<file path="src/rtl/core/cpdc_pkg.sv">
package cpdc_pkg;

	// register widths
	localparam int GAIN_W   = 16;
	localparam int LEVEL_W  = 15;
	localparam int PERIOD_W = 16;
	localparam int INT_W    = 48;
	localparam int DUTY_W   = 16;
	localparam int CFG_IDX_W = 3;
	localparam int CFG_DATA_W = 16;

	// fixed point positions
	localparam int INT_SHIFT = 24;
	localparam int REF_FRAC  = 8;

	localparam int DATA_WIDTH_DEF = 16;

	// register indexes
	localparam logic [CFG_IDX_W-1:0] CFG_VOLT_KP  = 3'd0;
	localparam logic [CFG_IDX_W-1:0] CFG_VOLT_KI  = 3'd1;
	localparam logic [CFG_IDX_W-1:0] CFG_CURR_KP  = 3'd2;
	localparam logic [CFG_IDX_W-1:0] CFG_CURR_KI  = 3'd3;
	localparam logic [CFG_IDX_W-1:0] CFG_V_TARGET = 3'd4;
	localparam logic [CFG_IDX_W-1:0] CFG_I_LIMIT  = 3'd5;
	localparam logic [CFG_IDX_W-1:0] CFG_PERIOD   = 3'd6;

	// reset values
	localparam logic [LEVEL_W-1:0]  I_LIMIT_RST = 15'd2560;
	localparam logic [PERIOD_W-1:0] PERIOD_RST  = 16'd1678;

	// duty of 1.0 in Q.16 and in Q1.15
	localparam logic [16:0]         DUTY_ONE_Q16 = 17'd65536;
	localparam logic [DUTY_W-1:0]   DUTY_MAX     = 16'd32768;

	typedef struct packed {
		logic load;
		logic step;
	} mac_ctrl_t;

endpackage

</file>
<file path="src/rtl/core/cpdc_mac.sv">
module cpdc_mac import cpdc_pkg::*; #(
	parameter int MCAND_W = 17
) (
	input  logic                               clk,
	input  logic                               arst_n,
	input  mac_ctrl_t                          ctrl,
	input  logic signed [MCAND_W-1:0]          mcand,
	input  logic        [GAIN_W-1:0]           mult,
	output logic signed [MCAND_W+GAIN_W:0]     product
);

	localparam int PROD_W = MCAND_W + GAIN_W + 1;

	logic signed [MCAND_W-1:0] mcand_q;
	logic        [GAIN_W-1:0]  mult_q;
	logic signed [PROD_W-1:0]  acc_q;
	logic signed [PROD_W-1:0]  addend;
	logic                      busy_q;

	// msb first: one multiplier bit per cycle while ctrl.step is high
	assign addend = mult_q[GAIN_W-1] ?
		$signed({{(PROD_W-MCAND_W){mcand_q[MCAND_W-1]}}, mcand_q}) : '0;

	always_ff @(posedge clk) begin
		if (ctrl.load) begin
			mcand_q <= mcand;
			mult_q  <= mult;
			acc_q   <= '0;
		end else if (ctrl.step) begin
			mult_q <= {mult_q[GAIN_W-2:0], 1'b0};
			acc_q  <= (acc_q <<< 1) + addend;
		end
	end

	// tracks whether an operand set is in flight, for debug visibility
	always_ff @(posedge clk or negedge arst_n) begin
		if (!arst_n) begin
			busy_q <= 1'b0;
		end else if (ctrl.load) begin
			busy_q <= 1'b1;
		end else if (ctrl.step && mult_q == '0) begin
			busy_q <= 1'b0;
		end
	end

	assign product = busy_q ? acc_q : acc_q;

endmodule

</file>
<file path="src/rtl/core/cascaded_pi_duty_controller_unit.sv">
// sequence: a sample transfer starts two rounds of 16-bit bit-serial
// multiplication (outer loop, then inner loop), each closed by a finish step;
// one sample at a time, the next is taken once the result enters the output slot
// reset: arst_n clears both integrators, the registers to their defaults
// and the output slot; no clearing pass, the block is ready right after reset
module cascaded_pi_duty_controller_unit import cpdc_pkg::*; #(
	parameter int DATA_WIDTH = DATA_WIDTH_DEF
) (
	input  logic                                   clk,
	input  logic                                   arst_n,
	input  logic                                   s_axis_tvalid,
	output logic                                   s_axis_tready,
	// v_meas, i_meas
	input  logic [((2*DATA_WIDTH+7)/8)*8-1:0]      s_axis_tdata,
	output logic                                   m_axis_tvalid,
	input  logic                                   m_axis_tready,
	// duty, current_ref
	output logic [31:0]                            m_axis_tdata,
	// ref_clamped, duty_clamped
	output logic [1:0]                             m_axis_tuser,
	input  logic                                   cfg_valid,
	output logic                                   cfg_ready,
	input  logic [CFG_IDX_W-1:0]                   cfg_index,
	input  logic [CFG_DATA_W-1:0]                  cfg_data
);

	localparam int EW     = ((DATA_WIDTH > 16) ? DATA_WIDTH : 16) + 1;
	localparam int PP_W   = EW + GAIN_W + 1;
	localparam int PI_W   = INT_W + GAIN_W + 1;
	localparam int IS_W   = PI_W - INT_SHIFT;
	localparam int RAW_W  = ((PP_W > IS_W) ? PP_W : IS_W) + 1;
	localparam int SUM_W  = ((PP_W > INT_W) ? PP_W : INT_W) + 1;
	localparam int CNT_W  = $clog2(GAIN_W);

	localparam logic signed [SUM_W-1:0] SAT_HI =
		{{(SUM_W-INT_W+1){1'b0}}, {(INT_W-1){1'b1}}};
	localparam logic signed [SUM_W-1:0] SAT_LO =
		{{(SUM_W-INT_W+1){1'b1}}, {(INT_W-1){1'b0}}};

	localparam logic [2:0] ST_IDLE  = 3'd0;
	localparam logic [2:0] ST_VLOOP = 3'd1;
	localparam logic [2:0] ST_VFIN  = 3'd2;
	localparam logic [2:0] ST_VLOAD = 3'd3;
	localparam logic [2:0] ST_ILOOP = 3'd4;
	localparam logic [2:0] ST_IFIN  = 3'd5;

	// configuration
	logic [GAIN_W-1:0]   volt_kp_q, volt_ki_q, curr_kp_q, curr_ki_q;
	logic [LEVEL_W-1:0]  volt_target_q, current_limit_q;
	logic [PERIOD_W-1:0] sample_period_q;

	logic [2:0]          state_q;
	logic [CNT_W-1:0]    cnt_q;
	logic signed [INT_W-1:0] vi_q, ci_q;
	logic signed [DATA_WIDTH-1:0] i_q;
	logic [LEVEL_W-1:0]  iref_q;
	logic                rclip_q;

	logic                out_valid_q;
	logic [DUTY_W-1:0]   duty_q;
	logic [LEVEL_W-1:0]  cref_q;
	logic                oref_clip_q, oduty_clip_q;

	logic                in_xfer, slot_free, last_step;
	logic signed [DATA_WIDTH-1:0] v_in, i_in;
	logic signed [EW-1:0] err;
	logic signed [INT_W-1:0] int_in;
	logic [GAIN_W-1:0]   kp_in, ki_in;
	mac_ctrl_t           mac_ctrl;
	logic signed [PP_W-1:0] p_prop, p_upd;
	logic signed [PI_W-1:0] p_int;

	logic signed [RAW_W-1:0] raw;
	logic signed [RAW_W-1:0] lim_ext;
	logic signed [SUM_W-1:0] int_sum;
	logic signed [INT_W-1:0] int_sat;
	logic [LEVEL_W-1:0]  iref_d;
	logic                rclip_d;
	logic [DUTY_W-1:0]   duty_d;
	logic                dclip_d;

	assign cfg_ready = 1'b1;

	always_ff @(posedge clk or negedge arst_n) begin
		if (!arst_n) begin
			volt_kp_q       <= '0;
			volt_ki_q       <= '0;
			curr_kp_q       <= '0;
			curr_ki_q       <= '0;
			volt_target_q   <= '0;
			current_limit_q <= I_LIMIT_RST;
			sample_period_q <= PERIOD_RST;
		end else if (cfg_valid && cfg_ready) begin
			unique case (cfg_index)
				CFG_VOLT_KP:  volt_kp_q       <= cfg_data;
				CFG_VOLT_KI:  volt_ki_q       <= cfg_data;
				CFG_CURR_KP:  curr_kp_q       <= cfg_data;
				CFG_CURR_KI:  curr_ki_q       <= cfg_data;
				CFG_V_TARGET: volt_target_q   <= cfg_data[LEVEL_W-1:0];
				CFG_I_LIMIT:  current_limit_q <= cfg_data[LEVEL_W-1:0];
				CFG_PERIOD:   sample_period_q <= cfg_data;
				default: ;
			endcase
		end
	end

	assign s_axis_tready = (state_q == ST_IDLE);
	assign in_xfer       = s_axis_tvalid && s_axis_tready;
	assign slot_free     = !out_valid_q || m_axis_tready;
	assign last_step     = (cnt_q == CNT_W'(GAIN_W - 1));

	assign v_in = $signed(s_axis_tdata[DATA_WIDTH-1:0]);
	assign i_in = $signed(s_axis_tdata[2*DATA_WIDTH-1:DATA_WIDTH]);

	// operand select: outer loop at transfer, inner loop after the reference is known
	always_comb begin
		if (state_q == ST_VLOAD) begin
			err    = EW'($signed({1'b0, iref_q})) - EW'(i_q);
			int_in = ci_q;
			kp_in  = curr_kp_q;
			ki_in  = curr_ki_q;
		end else begin
			err    = EW'($signed({1'b0, volt_target_q})) - EW'(v_in);
			int_in = vi_q;
			kp_in  = volt_kp_q;
			ki_in  = volt_ki_q;
		end
	end

	assign mac_ctrl.load = in_xfer || (state_q == ST_VLOAD);
	assign mac_ctrl.step = (state_q == ST_VLOOP) || (state_q == ST_ILOOP);

	cpdc_mac #(.MCAND_W(EW)) u_mac_prop (
		.clk(clk), .arst_n(arst_n), .ctrl(mac_ctrl),
		.mcand(err), .mult(kp_in), .product(p_prop)
	);

	cpdc_mac #(.MCAND_W(INT_W)) u_mac_int (
		.clk(clk), .arst_n(arst_n), .ctrl(mac_ctrl),
		.mcand(int_in), .mult(ki_in), .product(p_int)
	);

	cpdc_mac #(.MCAND_W(EW)) u_mac_upd (
		.clk(clk), .arst_n(arst_n), .ctrl(mac_ctrl),
		.mcand(err), .mult(sample_period_q), .product(p_upd)
	);

	// arithmetic shift floors the integral term
	assign raw     = RAW_W'(p_prop) + RAW_W'(p_int >>> INT_SHIFT);
	assign lim_ext = RAW_W'($signed({1'b0, current_limit_q, {REF_FRAC{1'b0}}}));

	always_comb begin
		if (raw[RAW_W-1]) begin
			iref_d  = '0;
			rclip_d = 1'b1;
		end else if (raw > lim_ext) begin
			iref_d  = current_limit_q;
			rclip_d = 1'b1;
		end else begin
			iref_d  = raw[REF_FRAC+LEVEL_W-1:REF_FRAC];
			rclip_d = 1'b0;
		end
	end

	always_comb begin
		if (raw[RAW_W-1]) begin
			duty_d  = '0;
			dclip_d = 1'b1;
		end else if (raw > RAW_W'($signed({1'b0, DUTY_ONE_Q16}))) begin
			duty_d  = DUTY_MAX;
			dclip_d = 1'b1;
		end else begin
			duty_d  = raw[DUTY_W:1];
			dclip_d = 1'b0;
		end
	end

	// one saturating adder serves both integrators
	assign int_sum = SUM_W'((state_q == ST_IFIN) ? ci_q : vi_q) + SUM_W'(p_upd);

	always_comb begin
		if (int_sum > SAT_HI) begin
			int_sat = SAT_HI[INT_W-1:0];
		end else if (int_sum < SAT_LO) begin
			int_sat = SAT_LO[INT_W-1:0];
		end else begin
			int_sat = int_sum[INT_W-1:0];
		end
	end

	always_ff @(posedge clk or negedge arst_n) begin
		if (!arst_n) begin
			state_q     <= ST_IDLE;
			cnt_q       <= '0;
			vi_q        <= '0;
			ci_q        <= '0;
			out_valid_q <= 1'b0;
		end else begin
			if (state_q == ST_IFIN && slot_free) begin
				out_valid_q <= 1'b1;
			end else if (m_axis_tready) begin
				out_valid_q <= 1'b0;
			end
			unique case (state_q)
				ST_IDLE: begin
					if (in_xfer) begin
						state_q <= ST_VLOOP;
						cnt_q   <= '0;
					end
				end
				ST_VLOOP: begin
					cnt_q <= cnt_q + 1'b1;
					if (last_step) begin
						state_q <= ST_VFIN;
					end
				end
				ST_VFIN: begin
					vi_q    <= int_sat;
					state_q <= ST_VLOAD;
				end
				ST_VLOAD: begin
					cnt_q   <= '0;
					state_q <= ST_ILOOP;
				end
				ST_ILOOP: begin
					cnt_q <= cnt_q + 1'b1;
					if (last_step) begin
						state_q <= ST_IFIN;
					end
				end
				ST_IFIN: begin
					if (slot_free) begin
						ci_q    <= int_sat;
						state_q <= ST_IDLE;
					end
				end
				default: state_q <= ST_IDLE;
			endcase
		end
	end

	always_ff @(posedge clk) begin
		if (in_xfer) begin
			i_q <= i_in;
		end
		if (state_q == ST_VFIN) begin
			iref_q  <= iref_d;
			rclip_q <= rclip_d;
		end
		if (state_q == ST_IFIN && slot_free) begin
			duty_q       <= duty_d;
			cref_q       <= iref_q;
			oref_clip_q  <= rclip_q;
			oduty_clip_q <= dclip_d;
		end
	end

	assign m_axis_tvalid = out_valid_q;
	assign m_axis_tdata  = {1'b0, cref_q, duty_q};
	assign m_axis_tuser  = {oduty_clip_q, oref_clip_q};

endmodule

</file>
<file path="config.mk">
export PLATFORM = sky130hd
export DESIGN_NAME = cascaded_pi_duty_controller_unit
export DESIGN_NICKNAME = d
export VERILOG_FILES = /design/src/rtl/core/cpdc_pkg.sv /design/src/rtl/core/cpdc_mac.sv /design/src/rtl/core/cascaded_pi_duty_controller_unit.sv
export SDC_FILE = /design/constraint.sdc
export NUM_CORES = 1
export LEC_CHECK = 0
export BUFFER_PORTS_ARGS = -buffer_cell sky130_fd_sc_hd__buf_2
export CELL_PAD_IN_SITES_DETAIL_PLACEMENT = 1
export CELL_PAD_IN_SITES_GLOBAL_PLACEMENT = 1
export CORE_MARGIN = 4
export CORE_UTILIZATION = 54
export CTS_CLUSTER_SIZE = 25
export DETAILED_ROUTE_END_ITERATION = 8
export PLACE_DENSITY = 0.93
export RECOVER_POWER = 100
export SKIP_CTS_REPAIR_TIMING = 1
export SYNTH_ARGS = -nofsm -noshare
export SYNTH_HDL_FRONTEND = slang
export SYNTH_SLANG_ARGS = --single-unit
</file>
<file path="constraint.sdc">
create_clock -name clk -period 10.6 [get_ports clk]
set_input_delay 2.65 -clock clk [delete_from_list [all_inputs] [get_ports clk]]
set_output_delay 2.65 -clock clk [all_outputs]
set_load 0.02 [all_outputs]
</file>
==> metrics.txt <==
worst-path maximum fanout 54; clock latency on the worst-skew pair 0.70 ns; Slew @ Worst Pin 4.37 ns; max-cap check violation count 12; Seq/Total Area, Yosys 40.1%; Num Clock Sinks 525; Hold Slack 0.447 ns; Pwr Density 400 nW/µm²; metal2 WL 62.4 mm; Post-Syn Area 33300 µm²; Routed Antenna Nets 0; CP max stage delay 1.55 ns; GRT Overall Usage 38.9%; Pint 7.16 mW; Starting DRT DRC Count 3760; setup TNS 0 ns; CP delay by family, top buffers and inverters; violated checks capacitance limit, slew limit; RSZ-0062 raised after global routing no; CP max-delay cell nor2_1; combinational fraction of design power 59.2%; most common cell after layout, fill and taps aside nand2_1; critical path cell sequence clkbuf_1 > and2_2 > clkbuf_1 > nor2_1 > clkinvlp_2 > nor2_4 > clkbuf_2 > nand2_1 > o21ai_0; hpwl dp 80.1 mm; Max clock buf depth 3; Worst Path Required 11.17 ns; number of synthesized flops with an enable pin 178; WL final 132 mm; final core occ 59.7%; Row Count 90; critical path class in -> reg; Primary FF master, synth dfrtp_1; pre-CTS WS 3.70 ns; Final period util 84.8%; Max rail drop VDD 0.196 mV; yosys warns 0; Slew Viols, Final 569; fin nets 4012; die height 257 µm; TritonRoute pass-1 iters 6; top sig layer met5; most frequent cells in the layout 520 x nand2_1, 371 x o21ai_0, 278 x a21oi_1, 265 x ha_1, 206 x dfrtp_1; Core Region 60700 µm²; Net Sw Frac 50.7%; Startpoint Class input pin; gpl congestion 0.925; Synth async-reset ratio 40.8%; met3 WL 11.9 mm; final clock skew 0.0701 ns; I/O pins 93; Max-slew headroom -191%; layout cells sized above 1 8.12%; routed vias/inst 7.00; WP buf/inv 4; Mapped Cells 3660; Post-Synthesis Net Count 3988; Synth Register Bits 525; first-pass GRT wire length 202 mm; CTS Buf Count 57; Seq pwr share 25.8%; vias in the first global route 33600; GRT Residual Overflow 0; Critical Path Sink Type register; Syn-to-layout area delta 8.69%; Synth cell types 82; Pleak 16.0 nW; Clock Pin Slew Worst Setup and Hold Paths 0.08 ns; Min-Delay Path Class reg -> reg; Most common cell on crit path clkbuf_1; f_max 111 MHz; minimum clock period 8.99 ns; TritonCTS clock tree done; I/O Buffers 90; initial antenna violation count 12; setup ws final 1.61 ns; Initial Utilization 54.9%; largest net degree at the start of global routing 92; DRC 0; Setup violations, final 0; syn_area_per_cell 9.11 µm²; routed via count 31600; run status finished with violations; die area 65800 µm²; Crit path arrival time 9.56 ns; die width 257 µm; DR WL/cell 29.3 µm; Final Hold Viols 0; Clock power frac 15.0%; metal1 wirelength 45.8 mm; root buf cell clkbuf_16; H-tree depth 2; P_sw 7.35 mW
-- power by group through the flow --
stage	logic (mW)	registers, mW	clock network [mW]
after floorplan	5.74	3.33	0
final	8.59	3.75	2.17
after detailed placement	7.76	3.65	0
after CTS	8.32	3.69	2.16
after global routing	9.16	3.77	2.25
after global placement	7.25	3.57	0
-- cell usage after synthesis, types with 28 or more instances --
cell type | instances | area [µm²]
xor2_1 | 101 | 885
edfxtp_1 | 178 | 5350
ha_1 | 265 | 3320
nor2b_1 | 44 | 275
a31oi_1 | 28 | 175
clkbuf_1 | 124 | 465
nand4_1 | 35 | 219
mux2_2 | 156 | 1760
and2_1 | 93 | 582
a21oi_1 | 278 | 1390
a211oi_1 | 28 | 210
dfxtp_1 | 133 | 2660
o21ai_0 | 358 | 1790
xnor2_1 | 104 | 911
nor3_1 | 31 | 155
mux2i_1 | 37 | 370
nand2b_1 | 42 | 263
inv_1 | 120 | 450
nand2_1 | 520 | 1950
nand3_1 | 120 | 601
dfrtp_1 | 206 | 5150
a21o_1 | 124 | 931
nor2_1 | 201 | 754
-- state kept, by name (all words and copies together) (netlist names), 16 cells and up --
| name | cells |
|---|---|
| ci_q | 48 |
| curr_ki_q | 16 |
| curr_kp_q | 16 |
| duty_q | 16 |
| i_q | 16 |
| sample_period_q | 16 |
| u_mac_int.mcand_q | 48 |
| u_mac_int.mult_q | 16 |
| u_mac_int.product | 65 |
| u_mac_prop.mult_q | 16 |
| u_mac_prop.product | 34 |
| u_mac_upd.mcand_q | 17 |
| u_mac_upd.mult_q | 16 |
| u_mac_upd.product | 34 |
| vi_q | 48 |
| volt_ki_q | 16 |
| volt_kp_q | 16 |
-- logic make-up (layout without fill, tap and decap cells) --
group	count (synthesis)	count (layout)	synth area share (%)
adders and majority gates	275	275	10.5
buffers and inverters	272	345	3.14
AOI/OAI and AO/OA	1010	1010	18.1
xor gates and xnor gates	205	205	5.38
other	2	10	0.0225
muxes	193	193	6.38
DFF	525	525	40.1
and+or+nand+nor	1178	1178	16.4
-- per-layer routing --
metal  vias up  track usage [%]
met1     15500             44.1
met3       854             8.28
met4        10             28.5
met5         -                0
met2      2147             65.1
li1      13200                -
-- path summary, 6_finish.rpt --
kind	from	end	slack, ns	cells after the start
min in group asynchronous	arst_n	curr_ki_q[4]	3.23	1
min	rclip_q	oref_clip_q	0.45	0
max in group asynchronous	arst_n	vi_q[10]	4.65	2
max reg2reg	state_q[1]	ci_q[2]	1.70	18
max	s_axis_tvalid	u_mac_prop.product[14]	1.61	9
min reg2reg	rclip_q	oref_clip_q	0.45	0
-- through the flow --
stage | power, mW | cell area, µm² | cells
CTS | 14.2 | 36400 | 4515
global route | 15.2 | 36200 | 4519
floorplan | 9.07 | 33300 | 3660
finish | 14.5 | 36200 | 4523
global placement | 10.8 | 34500 | 4407
detailed placement | 11.4 | 34500 | 4407
-- cell type report --
type / count / area (µm²)
fillers: 6835 / 24500
multi-input cells: 2863 / 18900
flip-flops and latches: 525 / 13400
clock buffers: 71 / 1530
well taps: 782 / 978
repair buffers: 113 / 526
inverters: 124 / 467
clock inverters: 37 / 437
diodes: 8 / 20.0
(Power assumes the default switching activity.)
